--- config.mk ---
export PLATFORM = sky130hd
export DESIGN_NAME = protobuf_report_field_extractor_top_flat
export DESIGN_NICKNAME = d
export VERILOG_FILES = /design/src/rtl/core/pfe_pkg.sv /design/src/rtl/core/pfe_if.sv /design/src/rtl/core/pfe_text_store.sv /design/src/rtl/core/pfe_parser.sv /design/src/rtl/core/pfe_run_gen.sv /design/src/rtl/core/protobuf_report_field_extractor_top.sv /design/src/flat_wrapper.sv
export SDC_FILE = /design/constraint.sdc
export NUM_CORES = 1
export LEC_CHECK = 0
export ABC_AREA = 1
export ABC_CLOCK_PERIOD_IN_PS = 3450
export BUFFER_PORTS_ARGS = -buffer_cell sky130_fd_sc_hd__buf_4
export CAP_MARGIN = 20
export CORE_MARGIN = 5
export CORE_UTILIZATION = 34
export CTS_CLUSTER_DIAMETER = 60
export DETAILED_ROUTE_END_ITERATION = 10
export PLACE_DENSITY = 0.49
export SLEW_MARGIN = 10
export SYNTH_ARGS = -nofsm -noshare
export SYNTH_HDL_FRONTEND = slang
export SYNTH_HIERARCHICAL = 1
export SYNTH_SLANG_ARGS = --single-unit
--- constraint.sdc ---
create_clock -name clock -period 3.45 [get_ports clock]
set_input_delay 0.1725 -clock clock [delete_from_list [all_inputs] [get_ports clock]]
set_output_delay 0.1725 -clock clock [all_outputs]
set_load 0.05 [all_outputs]
--- src/rtl/core/pfe_pkg.sv ---
package pfe_pkg;

   typedef enum logic [2:0] {
      PH_TAG,
      PH_VALUE,
      PH_LEN,
      PH_SKIP,
      PH_TEXT,
      PH_HALT
   } pfe_phase_type;

   localparam logic [2:0] WIRE_VARINT  = 3'd0;
   localparam logic [2:0] WIRE_FIXED64 = 3'd1;
   localparam logic [2:0] WIRE_LEN     = 3'd2;
   localparam logic [2:0] WIRE_FIXED32 = 3'd5;
   localparam logic [2:0] WIRE_MASK    = 3'h7;

   localparam logic [7:0] FIELD_MODEL_REPORT = 8'd3;
   localparam logic [7:0] FIELD_TEXT         = 8'd4;
   localparam logic [7:0] FIELD_MODEL_NODE   = 8'd6;

   localparam logic KIND_REPORT = 1'b0;
   localparam logic KIND_NODE   = 1'b1;

   localparam logic [7:0] PRINT_LO = 8'd32;
   localparam logic [7:0] PRINT_HI = 8'd126;

   localparam logic [31:0] FIXED64_BYTES = 32'd8;
   localparam logic [31:0] FIXED32_BYTES = 32'd4;

   // varint bytes whose 7-bit groups still land inside the 32-bit accumulator
   localparam int VARINT_ACC_BYTES = 5;
   localparam int VARINT_GROUP     = 7;

   localparam int RUN_W     = 5;
   localparam int RUN_CAP   = 31;
   localparam int LEN_WIDE_W = 9;

   typedef struct packed {
      logic [31:0]      model_code;
      logic             model_seen;
      logic [RUN_W-1:0] text_length;
      logic             text_empty;
      logic [RUN_W-1:0] last_index;
      logic             bank_sel;
   } pfe_run_type;

endpackage

--- src/rtl/core/pfe_if.sv ---
interface pfe_req_if;
   logic       valid;
   logic       ready;
   logic [7:0] payload_byte;
   logic       record_kind;
   logic       last_byte;

   modport source (output valid, output payload_byte, output record_kind,
                   output last_byte, input ready);
   modport sink   (input valid, input payload_byte, input record_kind,
                   input last_byte, output ready);
endinterface

interface pfe_rsp_if;
   logic        valid;
   logic        ready;
   logic [31:0] model_code;
   logic        model_seen;
   logic [4:0]  text_length;
   logic [7:0]  text_char;
   logic [4:0]  text_index;
   logic        run_end;

   modport source (output valid, output model_code, output model_seen,
                   output text_length, output text_char, output text_index,
                   output run_end, input ready);
   modport sink   (input valid, input model_code, input model_seen,
                   input text_length, input text_char, input text_index,
                   input run_end, output ready);
endinterface

--- src/rtl/core/pfe_text_store.sv ---
module pfe_text_store #(
   parameter int TEXT_MAX = 31
) (
   input  logic                                   clock,
   input  logic                                   wr_en,
   input  logic                                   wr_bank,
   input  logic [((TEXT_MAX > 1) ? $clog2(TEXT_MAX) : 1)-1:0] wr_idx,
   input  logic [7:0]                             wr_data,
   input  logic                                   rd_bank,
   input  logic [pfe_pkg::RUN_W-1:0]              rd_idx,
   output logic [7:0]                             rd_data
);

   localparam int IdxW  = (TEXT_MAX > 1) ? $clog2(TEXT_MAX) : 1;
   localparam int Depth = 2 * TEXT_MAX;
   localparam int AddrW = $clog2(Depth);

   logic [7:0]       text_mem [Depth];
   logic [7:0]       rd_data_ff;
   logic [AddrW-1:0] wr_addr;
   logic [AddrW-1:0] rd_addr;

   // bank 1 sits above bank 0
   assign wr_addr = AddrW'(wr_bank ? TEXT_MAX : 0) + AddrW'(wr_idx);
   assign rd_addr = AddrW'(rd_bank ? TEXT_MAX : 0) + AddrW'(IdxW'(rd_idx));

   always_ff @(posedge clock) begin
      if (wr_en) begin
         text_mem[wr_addr] <= wr_data;
      end
      // forward a word written at the same edge
      if (wr_en && (wr_addr == rd_addr)) begin
         rd_data_ff <= wr_data;
      end else begin
         rd_data_ff <= text_mem[rd_addr];
      end
   end

   assign rd_data = rd_data_ff;

endmodule

--- src/rtl/core/pfe_parser.sv ---
module pfe_parser #(
   parameter int TEXT_MAX         = 31,
   parameter int VARINT_MAX_BYTES = 5
) (
   input  logic                        clock,
   input  logic                        reset,
   input  logic                        byte_take,
   input  logic [7:0]                  payload_byte,
   input  logic                        record_kind,
   input  logic                        last_byte,
   output logic                        wr_en,
   output logic                        wr_bank,
   output logic [((TEXT_MAX > 1) ? $clog2(TEXT_MAX) : 1)-1:0] wr_idx,
   output logic [7:0]                  wr_data,
   output logic                        run_load,
   output pfe_pkg::pfe_run_type        run_info
);

   localparam int IdxW = (TEXT_MAX > 1) ? $clog2(TEXT_MAX) : 1;
   localparam int LenW = $clog2(TEXT_MAX + 1);
   localparam int VbW  = $clog2(VARINT_MAX_BYTES + 1);

   pfe_pkg::pfe_phase_type phase_ff, phase_in;
   logic [31:0]     accum_ff, accum_in;
   logic [VbW-1:0]  vbytes_ff, vbytes_in;
   logic [7:0]      field_ff, field_in;
   logic [31:0]     skip_ff, skip_in;
   logic [LenW-1:0] cand_len_ff, cand_len_in;
   logic            cand_ok_ff, cand_ok_in;
   logic [LenW-1:0] comm_len_ff, comm_len_in;
   logic [31:0]     model_ff, model_in;
   logic            seen_ff, seen_in;
   logic            kind_ff, kind_in;
   logic            start_ff, start_in;
   logic            bank_ff, bank_in;

   logic [31:0]             acc_now;
   logic [VbW-1:0]          vb_inc;
   logic [31:0]             skip_dec;
   logic [4:0]              grp_shift;
   logic                    printable;
   logic [pfe_pkg::LEN_WIDE_W-1:0] len_wide;

   assign grp_shift = 5'(vbytes_ff) * 5'(pfe_pkg::VARINT_GROUP);
   assign vb_inc    = vbytes_ff + VbW'(1);
   assign skip_dec  = skip_ff - 32'd1;
   assign printable = (payload_byte >= pfe_pkg::PRINT_LO) &&
                      (payload_byte <= pfe_pkg::PRINT_HI);

   always_comb begin
      if (vbytes_ff < VbW'(pfe_pkg::VARINT_ACC_BYTES)) begin
         acc_now = accum_ff | (32'(payload_byte[6:0]) << grp_shift);
      end else begin
         acc_now = accum_ff;
      end
   end

   always_comb begin
      phase_in    = phase_ff;
      accum_in    = accum_ff;
      vbytes_in   = vbytes_ff;
      field_in    = field_ff;
      skip_in     = skip_ff;
      cand_len_in = cand_len_ff;
      cand_ok_in  = cand_ok_ff;
      comm_len_in = comm_len_ff;
      model_in    = model_ff;
      seen_in     = seen_ff;
      kind_in     = kind_ff;
      start_in    = start_ff;
      bank_in     = bank_ff;
      wr_en       = 1'b0;

      if (byte_take) begin
         if (start_ff) begin
            kind_in = record_kind;
         end
         start_in = 1'b0;

         case (phase_ff)
            pfe_pkg::PH_TAG, pfe_pkg::PH_VALUE, pfe_pkg::PH_LEN: begin
               if (payload_byte[7]) begin
                  accum_in  = acc_now;
                  vbytes_in = vb_inc;
                  if (vb_inc >= VbW'(VARINT_MAX_BYTES)) begin
                     phase_in = pfe_pkg::PH_HALT;
                  end
               end else begin
                  accum_in  = '0;
                  vbytes_in = '0;
                  case (phase_ff)
                     pfe_pkg::PH_TAG: begin
                        field_in = acc_now[10:3];
                        case (acc_now[2:0] & pfe_pkg::WIRE_MASK)
                           pfe_pkg::WIRE_VARINT: phase_in = pfe_pkg::PH_VALUE;
                           pfe_pkg::WIRE_LEN:    phase_in = pfe_pkg::PH_LEN;
                           pfe_pkg::WIRE_FIXED64: begin
                              skip_in  = pfe_pkg::FIXED64_BYTES;
                              phase_in = pfe_pkg::PH_SKIP;
                           end
                           pfe_pkg::WIRE_FIXED32: begin
                              skip_in  = pfe_pkg::FIXED32_BYTES;
                              phase_in = pfe_pkg::PH_SKIP;
                           end
                           default: phase_in = pfe_pkg::PH_HALT;
                        endcase
                     end
                     pfe_pkg::PH_VALUE: begin
                        phase_in = pfe_pkg::PH_TAG;
                        if (kind_in == pfe_pkg::KIND_REPORT &&
                            field_ff == pfe_pkg::FIELD_MODEL_REPORT) begin
                           model_in = acc_now;
                           seen_in  = 1'b1;
                        end else if (kind_in == pfe_pkg::KIND_NODE &&
                                     field_ff == pfe_pkg::FIELD_MODEL_NODE) begin
                           model_in = acc_now;
                           seen_in  = 1'b1;
                           phase_in = pfe_pkg::PH_HALT;
                        end
                     end
                     default: begin
                        skip_in = acc_now;
                        if (kind_in == pfe_pkg::KIND_REPORT &&
                            field_ff == pfe_pkg::FIELD_TEXT) begin
                           cand_len_in = '0;
                           cand_ok_in  = 1'b1;
                           phase_in    = (acc_now == 32'd0) ? pfe_pkg::PH_TAG
                                                            : pfe_pkg::PH_TEXT;
                        end else begin
                           phase_in = (acc_now == 32'd0) ? pfe_pkg::PH_TAG
                                                         : pfe_pkg::PH_SKIP;
                        end
                     end
                  endcase
               end
            end
            pfe_pkg::PH_SKIP: begin
               skip_in = skip_dec;
               if (skip_dec == 32'd0) begin
                  phase_in = pfe_pkg::PH_TAG;
               end
            end
            pfe_pkg::PH_TEXT: begin
               if (cand_len_ff < LenW'(TEXT_MAX)) begin
                  wr_en       = 1'b1;
                  cand_ok_in  = cand_ok_ff && printable;
                  cand_len_in = cand_len_ff + LenW'(1);
               end
               skip_in = skip_dec;
               if (skip_dec == 32'd0) begin
                  // commit: the candidate bank becomes the committed one
                  if (cand_ok_in && cand_len_in != '0) begin
                     comm_len_in = cand_len_in;
                     bank_in     = ~bank_ff;
                  end
                  phase_in = pfe_pkg::PH_TAG;
               end
            end
            default: begin
            end
         endcase
      end
   end

   assign wr_bank = ~bank_ff;
   assign wr_idx  = IdxW'(cand_len_ff);
   assign wr_data = payload_byte;

   assign run_load = byte_take && last_byte;
   assign len_wide = pfe_pkg::LEN_WIDE_W'(comm_len_in);

   always_comb begin
      run_info.model_code  = model_in;
      run_info.model_seen  = seen_in;
      run_info.text_length = pfe_pkg::RUN_W'(comm_len_in);
      run_info.text_empty  = (comm_len_in == '0);
      run_info.bank_sel    = bank_in;
      if (len_wide == '0) begin
         run_info.last_index = '0;
      end else if (len_wide > pfe_pkg::LEN_WIDE_W'(pfe_pkg::RUN_CAP)) begin
         run_info.last_index = pfe_pkg::RUN_W'(pfe_pkg::RUN_CAP - 1);
      end else begin
         run_info.last_index = pfe_pkg::RUN_W'(len_wide - pfe_pkg::LEN_WIDE_W'(1));
      end
   end

   always_ff @(posedge clock) begin
      if (reset) begin
         phase_ff    <= pfe_pkg::PH_TAG;
         accum_ff    <= '0;
         vbytes_ff   <= '0;
         field_ff    <= '0;
         skip_ff     <= '0;
         cand_len_ff <= '0;
         cand_ok_ff  <= 1'b1;
         comm_len_ff <= '0;
         model_ff    <= '0;
         seen_ff     <= 1'b0;
         kind_ff     <= 1'b0;
         start_ff    <= 1'b1;
         bank_ff     <= 1'b0;
      end else if (run_load) begin
         // end of payload: drop per-payload state, keep kind and bank
         phase_ff    <= pfe_pkg::PH_TAG;
         accum_ff    <= '0;
         vbytes_ff   <= '0;
         field_ff    <= '0;
         skip_ff     <= '0;
         cand_len_ff <= '0;
         cand_ok_ff  <= 1'b1;
         comm_len_ff <= '0;
         model_ff    <= '0;
         seen_ff     <= 1'b0;
         kind_ff     <= kind_in;
         start_ff    <= 1'b1;
         bank_ff     <= bank_in;
      end else begin
         phase_ff    <= phase_in;
         accum_ff    <= accum_in;
         vbytes_ff   <= vbytes_in;
         field_ff    <= field_in;
         skip_ff     <= skip_in;
         cand_len_ff <= cand_len_in;
         cand_ok_ff  <= cand_ok_in;
         comm_len_ff <= comm_len_in;
         model_ff    <= model_in;
         seen_ff     <= seen_in;
         kind_ff     <= kind_in;
         start_ff    <= start_in;
         bank_ff     <= bank_in;
      end
   end

endmodule

--- src/rtl/core/pfe_run_gen.sv ---
module pfe_run_gen (
   input  logic                          clock,
   input  logic                          reset,
   input  logic                          run_load,
   input  pfe_pkg::pfe_run_type          run_info,
   input  logic [7:0]                    rd_data,
   output logic                          rd_bank,
   output logic [pfe_pkg::RUN_W-1:0]     rd_idx,
   output logic                          in_ready,
   pfe_rsp_if.source                     rsp_ch
);

   logic                         active_ff, active_in;
   logic [pfe_pkg::RUN_W-1:0]    idx_ff, idx_in;
   pfe_pkg::pfe_run_type         run_ff, run_in;
   logic                         at_end;
   logic                         step;

   assign at_end   = (idx_ff == run_ff.last_index);
   assign step     = active_ff && rsp_ch.ready;
   assign in_ready = !active_ff || (step && at_end);

   always_comb begin
      active_in = active_ff;
      idx_in    = idx_ff;
      run_in    = run_ff;
      if (run_load) begin
         active_in = 1'b1;
         idx_in    = '0;
         run_in    = run_info;
      end else if (step) begin
         if (at_end) begin
            active_in = 1'b0;
         end else begin
            idx_in = idx_ff + pfe_pkg::RUN_W'(1);
         end
      end
   end

   // fetch the character for the word shown next cycle
   assign rd_bank = run_in.bank_sel;
   assign rd_idx  = idx_in;

   always_ff @(posedge clock) begin
      if (reset) begin
         active_ff <= 1'b0;
         idx_ff    <= '0;
      end else begin
         active_ff <= active_in;
         idx_ff    <= idx_in;
      end
      run_ff <= run_in;
   end

   assign rsp_ch.valid       = active_ff;
   assign rsp_ch.model_code  = run_ff.model_code;
   assign rsp_ch.model_seen  = run_ff.model_seen;
   assign rsp_ch.text_length = run_ff.text_length;
   assign rsp_ch.text_char   = run_ff.text_empty ? 8'd0 : rd_data;
   assign rsp_ch.text_index  = idx_ff;
   assign rsp_ch.run_end     = at_end;

endmodule

--- src/rtl/core/protobuf_report_field_extractor_top.sv ---
// Protobuf report field extractor. One payload byte is taken per cycle on
// req_ch while req_ch.ready is high. The parser state (tag/value varints,
// skips, firmware text capture) updates in that same cycle, so bytes can
// follow back to back. The byte marked last_byte starts a run of
// max(1, committed length) result words, capped at 31, on rsp_ch. The first
// word shows in the next cycle, and the run advances one word per cycle while
// rsp_ch.ready is high. req_ch.ready is low while a run is shown. It returns in
// the cycle the final word of the run is taken, so the input also stays held
// while rsp_ch.ready is low. A single-word run that is taken at once does not
// hold the input.
// The firmware text lives in a two-bank memory with a registered read port;
// a commit swaps banks, so no copy is made and no clearing pass is needed.
module protobuf_report_field_extractor_top #(
   parameter int TEXT_MAX         = 31,
   parameter int VARINT_MAX_BYTES = 5
) (
   input  logic      clock,
   input  logic      reset,
   pfe_req_if.sink   req_ch,
   pfe_rsp_if.source rsp_ch
);

   localparam int IdxW = (TEXT_MAX > 1) ? $clog2(TEXT_MAX) : 1;

   logic                      byte_take;
   logic                      in_ready;
   logic                      wr_en;
   logic                      wr_bank;
   logic [IdxW-1:0]           wr_idx;
   logic [7:0]                wr_data;
   logic                      run_load;
   pfe_pkg::pfe_run_type      run_info;
   logic                      rd_bank;
   logic [pfe_pkg::RUN_W-1:0] rd_idx;
   logic [7:0]                rd_data;

   assign req_ch.ready = in_ready;
   assign byte_take    = req_ch.valid && in_ready;

   pfe_parser #(
      .TEXT_MAX         (TEXT_MAX),
      .VARINT_MAX_BYTES (VARINT_MAX_BYTES)
   ) u_parser (
      .clock        (clock),
      .reset        (reset),
      .byte_take    (byte_take),
      .payload_byte (req_ch.payload_byte),
      .record_kind  (req_ch.record_kind),
      .last_byte    (req_ch.last_byte),
      .wr_en        (wr_en),
      .wr_bank      (wr_bank),
      .wr_idx       (wr_idx),
      .wr_data      (wr_data),
      .run_load     (run_load),
      .run_info     (run_info)
   );

   pfe_text_store #(
      .TEXT_MAX (TEXT_MAX)
   ) u_text (
      .clock   (clock),
      .wr_en   (wr_en),
      .wr_bank (wr_bank),
      .wr_idx  (wr_idx),
      .wr_data (wr_data),
      .rd_bank (rd_bank),
      .rd_idx  (rd_idx),
      .rd_data (rd_data)
   );

   pfe_run_gen u_run (
      .clock    (clock),
      .reset    (reset),
      .run_load (run_load),
      .run_info (run_info),
      .rd_data  (rd_data),
      .rd_bank  (rd_bank),
      .rd_idx   (rd_idx),
      .in_ready (in_ready),
      .rsp_ch   (rsp_ch)
   );

endmodule

--- src/flat_wrapper.sv ---
// flat-port wrapper written by rule: the top's interface ports become plain ports
module protobuf_report_field_extractor_top_flat 
#(
   parameter int TEXT_MAX         = 31,
   parameter int VARINT_MAX_BYTES = 5
)
  (clock, reset, req_ch_valid, req_ch_payload_byte, req_ch_record_kind, req_ch_last_byte, req_ch_ready, rsp_ch_valid, rsp_ch_model_code, rsp_ch_model_seen, rsp_ch_text_length, rsp_ch_text_char, rsp_ch_text_index, rsp_ch_run_end, rsp_ch_ready);
  pfe_req_if req_ch_i ();
  pfe_rsp_if rsp_ch_i ();
  input  logic clock;
  input  logic reset;
  input wire logic [$bits(req_ch_i.valid)-1:0] req_ch_valid;
  input wire logic [$bits(req_ch_i.payload_byte)-1:0] req_ch_payload_byte;
  input wire logic [$bits(req_ch_i.record_kind)-1:0] req_ch_record_kind;
  input wire logic [$bits(req_ch_i.last_byte)-1:0] req_ch_last_byte;
  output wire logic [$bits(req_ch_i.ready)-1:0] req_ch_ready;
  output wire logic [$bits(rsp_ch_i.valid)-1:0] rsp_ch_valid;
  output wire logic [$bits(rsp_ch_i.model_code)-1:0] rsp_ch_model_code;
  output wire logic [$bits(rsp_ch_i.model_seen)-1:0] rsp_ch_model_seen;
  output wire logic [$bits(rsp_ch_i.text_length)-1:0] rsp_ch_text_length;
  output wire logic [$bits(rsp_ch_i.text_char)-1:0] rsp_ch_text_char;
  output wire logic [$bits(rsp_ch_i.text_index)-1:0] rsp_ch_text_index;
  output wire logic [$bits(rsp_ch_i.run_end)-1:0] rsp_ch_run_end;
  input wire logic [$bits(rsp_ch_i.ready)-1:0] rsp_ch_ready;
  assign req_ch_i.valid = req_ch_valid;
  assign req_ch_i.payload_byte = req_ch_payload_byte;
  assign req_ch_i.record_kind = req_ch_record_kind;
  assign req_ch_i.last_byte = req_ch_last_byte;
  assign req_ch_ready = req_ch_i.ready;
  assign rsp_ch_valid = rsp_ch_i.valid;
  assign rsp_ch_model_code = rsp_ch_i.model_code;
  assign rsp_ch_model_seen = rsp_ch_i.model_seen;
  assign rsp_ch_text_length = rsp_ch_i.text_length;
  assign rsp_ch_text_char = rsp_ch_i.text_char;
  assign rsp_ch_text_index = rsp_ch_i.text_index;
  assign rsp_ch_run_end = rsp_ch_i.run_end;
  assign rsp_ch_i.ready = rsp_ch_ready;
  protobuf_report_field_extractor_top #(.TEXT_MAX(TEXT_MAX), .VARINT_MAX_BYTES(VARINT_MAX_BYTES)) u_core (.clock(clock), .reset(reset), .req_ch(req_ch_i), .rsp_ch(rsp_ch_i));
endmodule
# --- Word level (Yosys, flattened, before mapping) ---
# Memory sizes are Yosys's and may differ from the RTL's. A register that Yosys moved wholly into a read port is not among the register bits.
# Cells that the tools add are included.
word_totals:
  ff_bits: 176
  ram_bits: 496
  in_bits: 14
  output_inout_bits: 54
  word_cells: 165
  n_memories: 1
classes:
  addsub: 7
  mul: 1
  order_cmp: 6
  eq_ne: 18
  n_shift: 1
  muxes: 70
  bitwise: 4
  n_reduce_logical: 35
mem_list:
  columns: ["memory", "words", "word_bits", "rd", "rd_ports_with_merged_regs", "wr", "line_no", "rtl"]
  rows:
  - ["u_core.u_text.text_mem", 62, 8, 1, 1, 1, "pfe_text_store.sv:18", "logic [7:0] text_mem [Depth];"]
op_table:
  columns: ["cell", "n"]
  rows:
  - ["$mux W32", 9]
  - ["$pmux W32 S2", 3]
  - ["$mux W5", 16]
  - ["$logic_not A32 Y1", 2]
  - ["$or A32 B32 Y32", 1]
  - ["$shl A7 B5 Y32", 1]
  - ["$sub A32 B1 Y32 const B", 1]
  - ["$mux W1", 27]
  - ["$mux W3", 8]
  - ["$eq A8 B3 Y1 const B", 2]
  - ["$pmux W3 S2", 2]
  - ["$add A5 B1 Y5 const B", 2]
  - ["$logic_and A1 B1 Y1", 10]
  - ["$pmux W5 S2", 1]
  - ["$reduce_and A5 Y1", 2]
  - ["$reduce_or A2 Y1", 5]
  - ["$eq A3 B2 Y1 const B", 3]
  - ["$logic_not A9 Y1", 1]
  - ["$pmux W3 S3", 1]
  - ["$eq A8 B2 Y1 const B", 1]
  - ["$ge A8 B6 Y1 const B", 1]
  - ["$le A8 B7 Y1 const B", 1]
  - ["$mux W8", 1]
  - ["$ne A2 B2 Y1 const B", 4]
  - ["27 further kinds", 37]

# --- Depth between registers and ports, before layout ---
logic_depth:
  depth_word: 14
  depth_mapped: 23

# --- Cells and area by module ---
# The synthesis kept the hierarchy.
modules_own_cells:
  columns: ["mod", "instances", "cells_per_inst", "area_per_inst_um2", "seq_area_each_um2"]
  rows:
  - ["pfe_text_store", 1, 1811, 20903.8, 15014.4]
  - ["pfe_parser", 1, 1284, 7993.9, 2502.4]
  - ["pfe_run_gen", 1, 177, 2130.8, 1461.4]
  - ["protobuf_report_field_extractor_top", 1, 2, 7.5, 0.0]

# --- Worst setup path before layout ---
# OpenSTA, ideal clock, no wires.
synth_path:
  path_kind: "reg2reg"
  from: "register u_core.u_run.idx_ff, in the netlist u_core/u_run/rsp_ch.text_index[4]"
  to: "register (tool-made name)"
  setup_ps: 118
  arrival_time_ps: 5021
  slack_ps: -1688
  stages_incl_launch_ff: 19
  path_buffers: 0
  synth_period_minus_slack_ps: 5138
  cell_sequence: "dfxtp_1 -> inv_1 -> nand2_1 -> nand2_2 -> nor2_2 -> nand3_2 -> o21ai_0 -> nand2_1 -> inv_1 -> nand2_1 -> inv_1 -> inv_1 -> nand2_1 -> nand2_1 -> ha_1 -> fa_1 -> nand3_1 -> nand2_1 -> xor2_1"
synth_rtl:
  columns: ["element", "line_no", "rtl"]
  rows:
  - ["from (decl)", "pfe_run_gen.sv:14", "logic [pfe_pkg::RUN_W-1:0] idx_ff, idx_in;"]
  - ["from (signal assigned)", "pfe_run_gen.sv:50", "idx_ff <= idx_in;"]

==> tab_implementation.tex <==
\begin{tabular}{lr}
\hline
Metric & Value \\
\hline
\multicolumn{2}{l}{\textbf{Worst setup path}} \\
\quad Kind of start point of the critical path & flip-flop \\
\quad Critical path start-end classification & reg -> reg \\
\quad R2R setup slack & 140 ps \\
\quad Arrival time of the worst setup path & 3830 ps \\
\quad Capturing element type of the critical path & flip-flop \\
\quad Maximum fanout along the worst path & 5 \\
\quad Required time of the critical path & 3970 ps \\
\multicolumn{2}{l}{\textbf{Power and ir drop}} \\
\quad Power density of the placed cells & 547.7 nW/um\^{}2 \\
\quad Overall Power & 20.12 mW \\
\quad Static leakage power & 14.57 nW \\
\quad Largest vdd supply drop & 349.0 uV \\
\multicolumn{2}{l}{\textbf{CTS}} \\
\quad Clock root buffer & clkbuf\_16 \\
\quad Inserted Clock Buffers & 82 \\
\quad Clk buf depth & 3 \\
\quad Clock transition at the register clock pins on the worst setup and hold paths after CTS & 60 ps \\
\quad Clock Latency Late Sink & 640 ps \\
\quad H-tree levels & 3 \\
\quad CTS tree & yes \\
\quad Number of sinks on the clock net & 678 \\
\multicolumn{2}{l}{\textbf{STA}} \\
\quad Max-Slew Margin vs Limit & 0.3818 \\
\quad Transition time at the pin with the least slew margin & 927.3 ps \\
\quad Count of pins over their slew limit & 0 \\
\quad Fin Clk Skew & 49.37 ps \\
\quad Count of final setup violators & 0 \\
\quad Final min period & 3311 ps \\
\quad Timing-limited maximum frequency & 302.0 MHz \\
\quad Final Worst Setup Slack & 138.8 ps \\
\quad Count of final hold-check violations & 0 \\
\quad Fin crit share & 0.9598 \\
\multicolumn{2}{l}{\textbf{Global routing}} \\
\quad Via count of the first global-routing pass & 21922 \\
\quad Maximum number of pins on one net before global-route repair & 128 \\
\quad Congestion Overflow GR & 0 \\
\quad Global routing's busiest layer & met2 \\
\quad Fraction of met3 tracks used by global routing & 0.02737 \\
\quad Global-route track usage on met2 & 0.2841 \\
\quad Number of antenna violations at the first check in global routing & 2 \\
\quad Met1 Usage GRT & 0.2458 \\
\quad Global-route wire length before repair & 134700 um \\
\quad All-layer global routing usage & 0.1760 \\
\multicolumn{2}{l}{\textbf{Floorplanning}} \\
\quad Die X-Extent & 312.1 um \\
\quad Total number of placement rows & 110 \\
\quad Core Region & 90290 um\^{}2 \\
\quad Starting utilization of the core area & 0.3438 \\
\quad Die H & 312.1 um \\
\quad Top-level I/O count & 68 \\
\quad Full die area & 97430 um\^{}2 \\
\multicolumn{2}{l}{\textbf{Synth}} \\
\quad Share of flip-flops with an asynchronous set or reset after synthesis & 0 \\
\quad Most common flop cell mapped by yosys & edfxtp\_1 \\
\quad Gate count of the mapped netlist & 3274 \\
\quad Area leader, netlist & edfxtp\_1 \\
\quad Syn Std Cell Area & 31040 um\^{}2 \\
\quad Sequential fraction of the synthesis area & 0.6115 \\
\quad EDFF count, synth & 540 \\
\quad Avg Synthesized Cell Area & 9.480 um\^{}2 \\
\quad Post-synthesis net count & 3313 \\
\quad Share of Yosys cell area claimed by the top area cell type & 0.5225 \\
\quad Warnings from Yosys & 6 \\
\quad Count of unique library cells instantiated by Yosys & 55 \\
\quad Total of flip-flops plus latches after synthesis & 678 \\
\quad Cell types occupying the most area after synthesis & edfxtp\_1, nand2\_1, dfxtp\_1, nand3\_1, inv\_1 \\
\multicolumn{2}{l}{\textbf{Drt}} \\
\quad Remaining antenna violation count after routing & 0 \\
\quad DR pass1 iterations & 6 \\
\quad Routed Wire Length & 88370 um \\
\quad Detailed-route vias per instance & 4.902 \\
\quad Number of vias after detailed routing & 22918 \\
\quad Number of remaining DRC errors & 0 \\
\quad Average detailed-routed wire length per instance & 18.90 um \\
\quad Iteration-0 DRC count of the detailed router & 1885 \\
\multicolumn{2}{l}{\textbf{Cells and area}} \\
\quad Leading cell type in the layout, fill and taps excluded & nand2\_1 \\
\quad Filler cells & 8960 \\
\quad Final net count & 3476 \\
\quad Total area of sequential cells & 19010 um\^{}2 \\
\quad Most frequent cells in the layout & nand2\_1, edfxtp\_1, nand3\_1 \\
\quad Final Util & 0.4070 \\
\quad Area of the multi-input gates & 10220 um\^{}2 \\
\quad Area growth from synthesis to layout & 18.40\% \\
\quad Layout cell share with drive strength beyond 1 & 0.1555 \\
\multicolumn{2}{l}{\textbf{Placement}} \\
\quad Placement-stage worst setup slack & 10.61 ps \\
\quad Global placer's final weighted congestion & 0.9088 \\
\quad Dpl hpwl & 55320 um \\
\quad Port Buffer Count & 67 \\
\multicolumn{2}{l}{\textbf{Status}} \\
\quad Outcome & complete, no violations \\
\multicolumn{2}{l}{\textbf{Worst hold path}} \\
\quad Classification of the worst-slack hold path & in -> reg \\
\multicolumn{2}{l}{\textbf{Run}} \\
\quad Number of maximum-capacitance violations & 0 \\
\hline
\end{tabular}
## kinds of logic (layout without fill, tap and decap cells)
family                   after synthesis  after routing  synth area share
flip-flops                           678            678            0.6115
XOR/XNOR                              15             15          0.005442
adder cells (fa/ha/maj)               25             25           0.01105
other                                  0              1                 0
AO/OA/AOI/OAI                        239            239           0.04918
AND/OR/NAND/NOR                     1862           1863            0.2579
buffers and inverters                455            678           0.06495
## worst max-delay path, stage by stage, from the launching register on
cell     delay (ps)
dfxtp_2         350
nor2_4          150
nand2_1         100
nor2_4          130
buf_6           140
nand2_1          80
buf_4           140
xor2_1          160
nor2_1          170
nand2_2         110
nor3_4          220
nand4_4         180
xor2_2          200
nand2_2         100
nand2_4          80
ha_1            230
fa_2            360
nand3_1          90
nand2_1          70
xor2_1          130
## power breakdown
| part | internal, mW | leakage, nW | total [mW] | switching (mW) |
|---|---|---|---|---|
| Combinational | 0.818 | 7.25 | 2.59 | 1.78 |
| Sequential | 8.88 | 5.99 | 8.94 | 0.0602 |
| Clock | 5.08 | 1.33 | 8.59 | 3.51 |
| Total | 14.8 | 14.6 | 20.1 | 5.35 |
## through the flow
step	hold slack (ps)	setup TNS, ps	instance area [um^2]	std cells
3_5_place_dp	450.2	0	33730	4516
2_1_floorplan	234.2	0	31080	3274
4_1_cts	7.103	0	36500	4663
6_report	37.57	0	36750	4675
3_3_place_gp	444.2	0	33730	4516
5_1_grt	55.88	-30.23	36740	4674
## final cells by class
cell class,count,area share
diodes,1,0.00006810
clock buffers,104,0.06177
clock inverters,41,0.01280
inverters,248,0.02598
multi-input cells,2142,0.2782
flip-flops and latches,678,0.5173
well taps,1176,0.04004
repair buffers,284,0.06367
repair inverters,1,0.0002043
## synthesized netlist by cell type, types with 23 or more instances
master / number
nand3_1: 500
nand2_1: 1014
o21ai_0: 42
a211oi_1: 58
a221oi_1: 25
edfxtp_1: 540
inv_1: 232
clkbuf_1: 74
a21oi_1: 86
nor2_1: 212
dfxtp_1: 138
nor3_1: 42
nand4_1: 27
buf_4: 54
or2_2: 23
buf_2: 54
## state kept, by name, summed over array words and instances (netlist names), 3 cells and up, named ones only
name and cells:
u_core/u_text/text_mem 496, u_core/u_parser/wr_idx 5, u_core/u_run/rsp_ch.model_code 32, u_core/u_parser/skip_ff 32
u_core/u_parser/field_ff 8, u_core/u_run/run_ff 7, u_core/u_parser/comm_len_ff 5, u_core/u_parser/accum_ff 32
u_core/u_run/rsp_ch.text_index 5, u_core/u_parser/phase_ff 3, u_core/u_run/rsp_ch.text_length 5, u_core/u_parser/vbytes_ff 3
u_core/u_parser/model_ff 32
## layer usage
layer,share of wire,vias to the layer above
li1,-,11384
met1,0.46,10820
met2,0.46,574
met3,0.049,140
met4,0.032,0
met5,0,-
## timing repair
action / 4_1_cts / 5_1_grt
endpoints found under the hold margin: 8 / 0
setup buffers: 0 / 9
setup endpoints to repair: 3 / 45
cloned: 0 / 2
hold buffers: 2 / 0
gates resized for setup: 3 / 54
pin swaps: 0 / 8
## path summary, 6_finish.rpt
check | startpoint | depth (start not counted) | end
min reg2reg | u_core/u_parser/seen_ff | 2 | u_core/u_parser/seen_ff
max reg2reg | u_core/u_parser/skip_ff[4] | 19 | flip-flop
min | req_ch_record_kind | 5 | u_core/u_parser/kind_ff
max | u_core/u_parser/skip_ff[4] | 19 | flip-flop
Note: power is estimated with default switching activity, not from simulation.
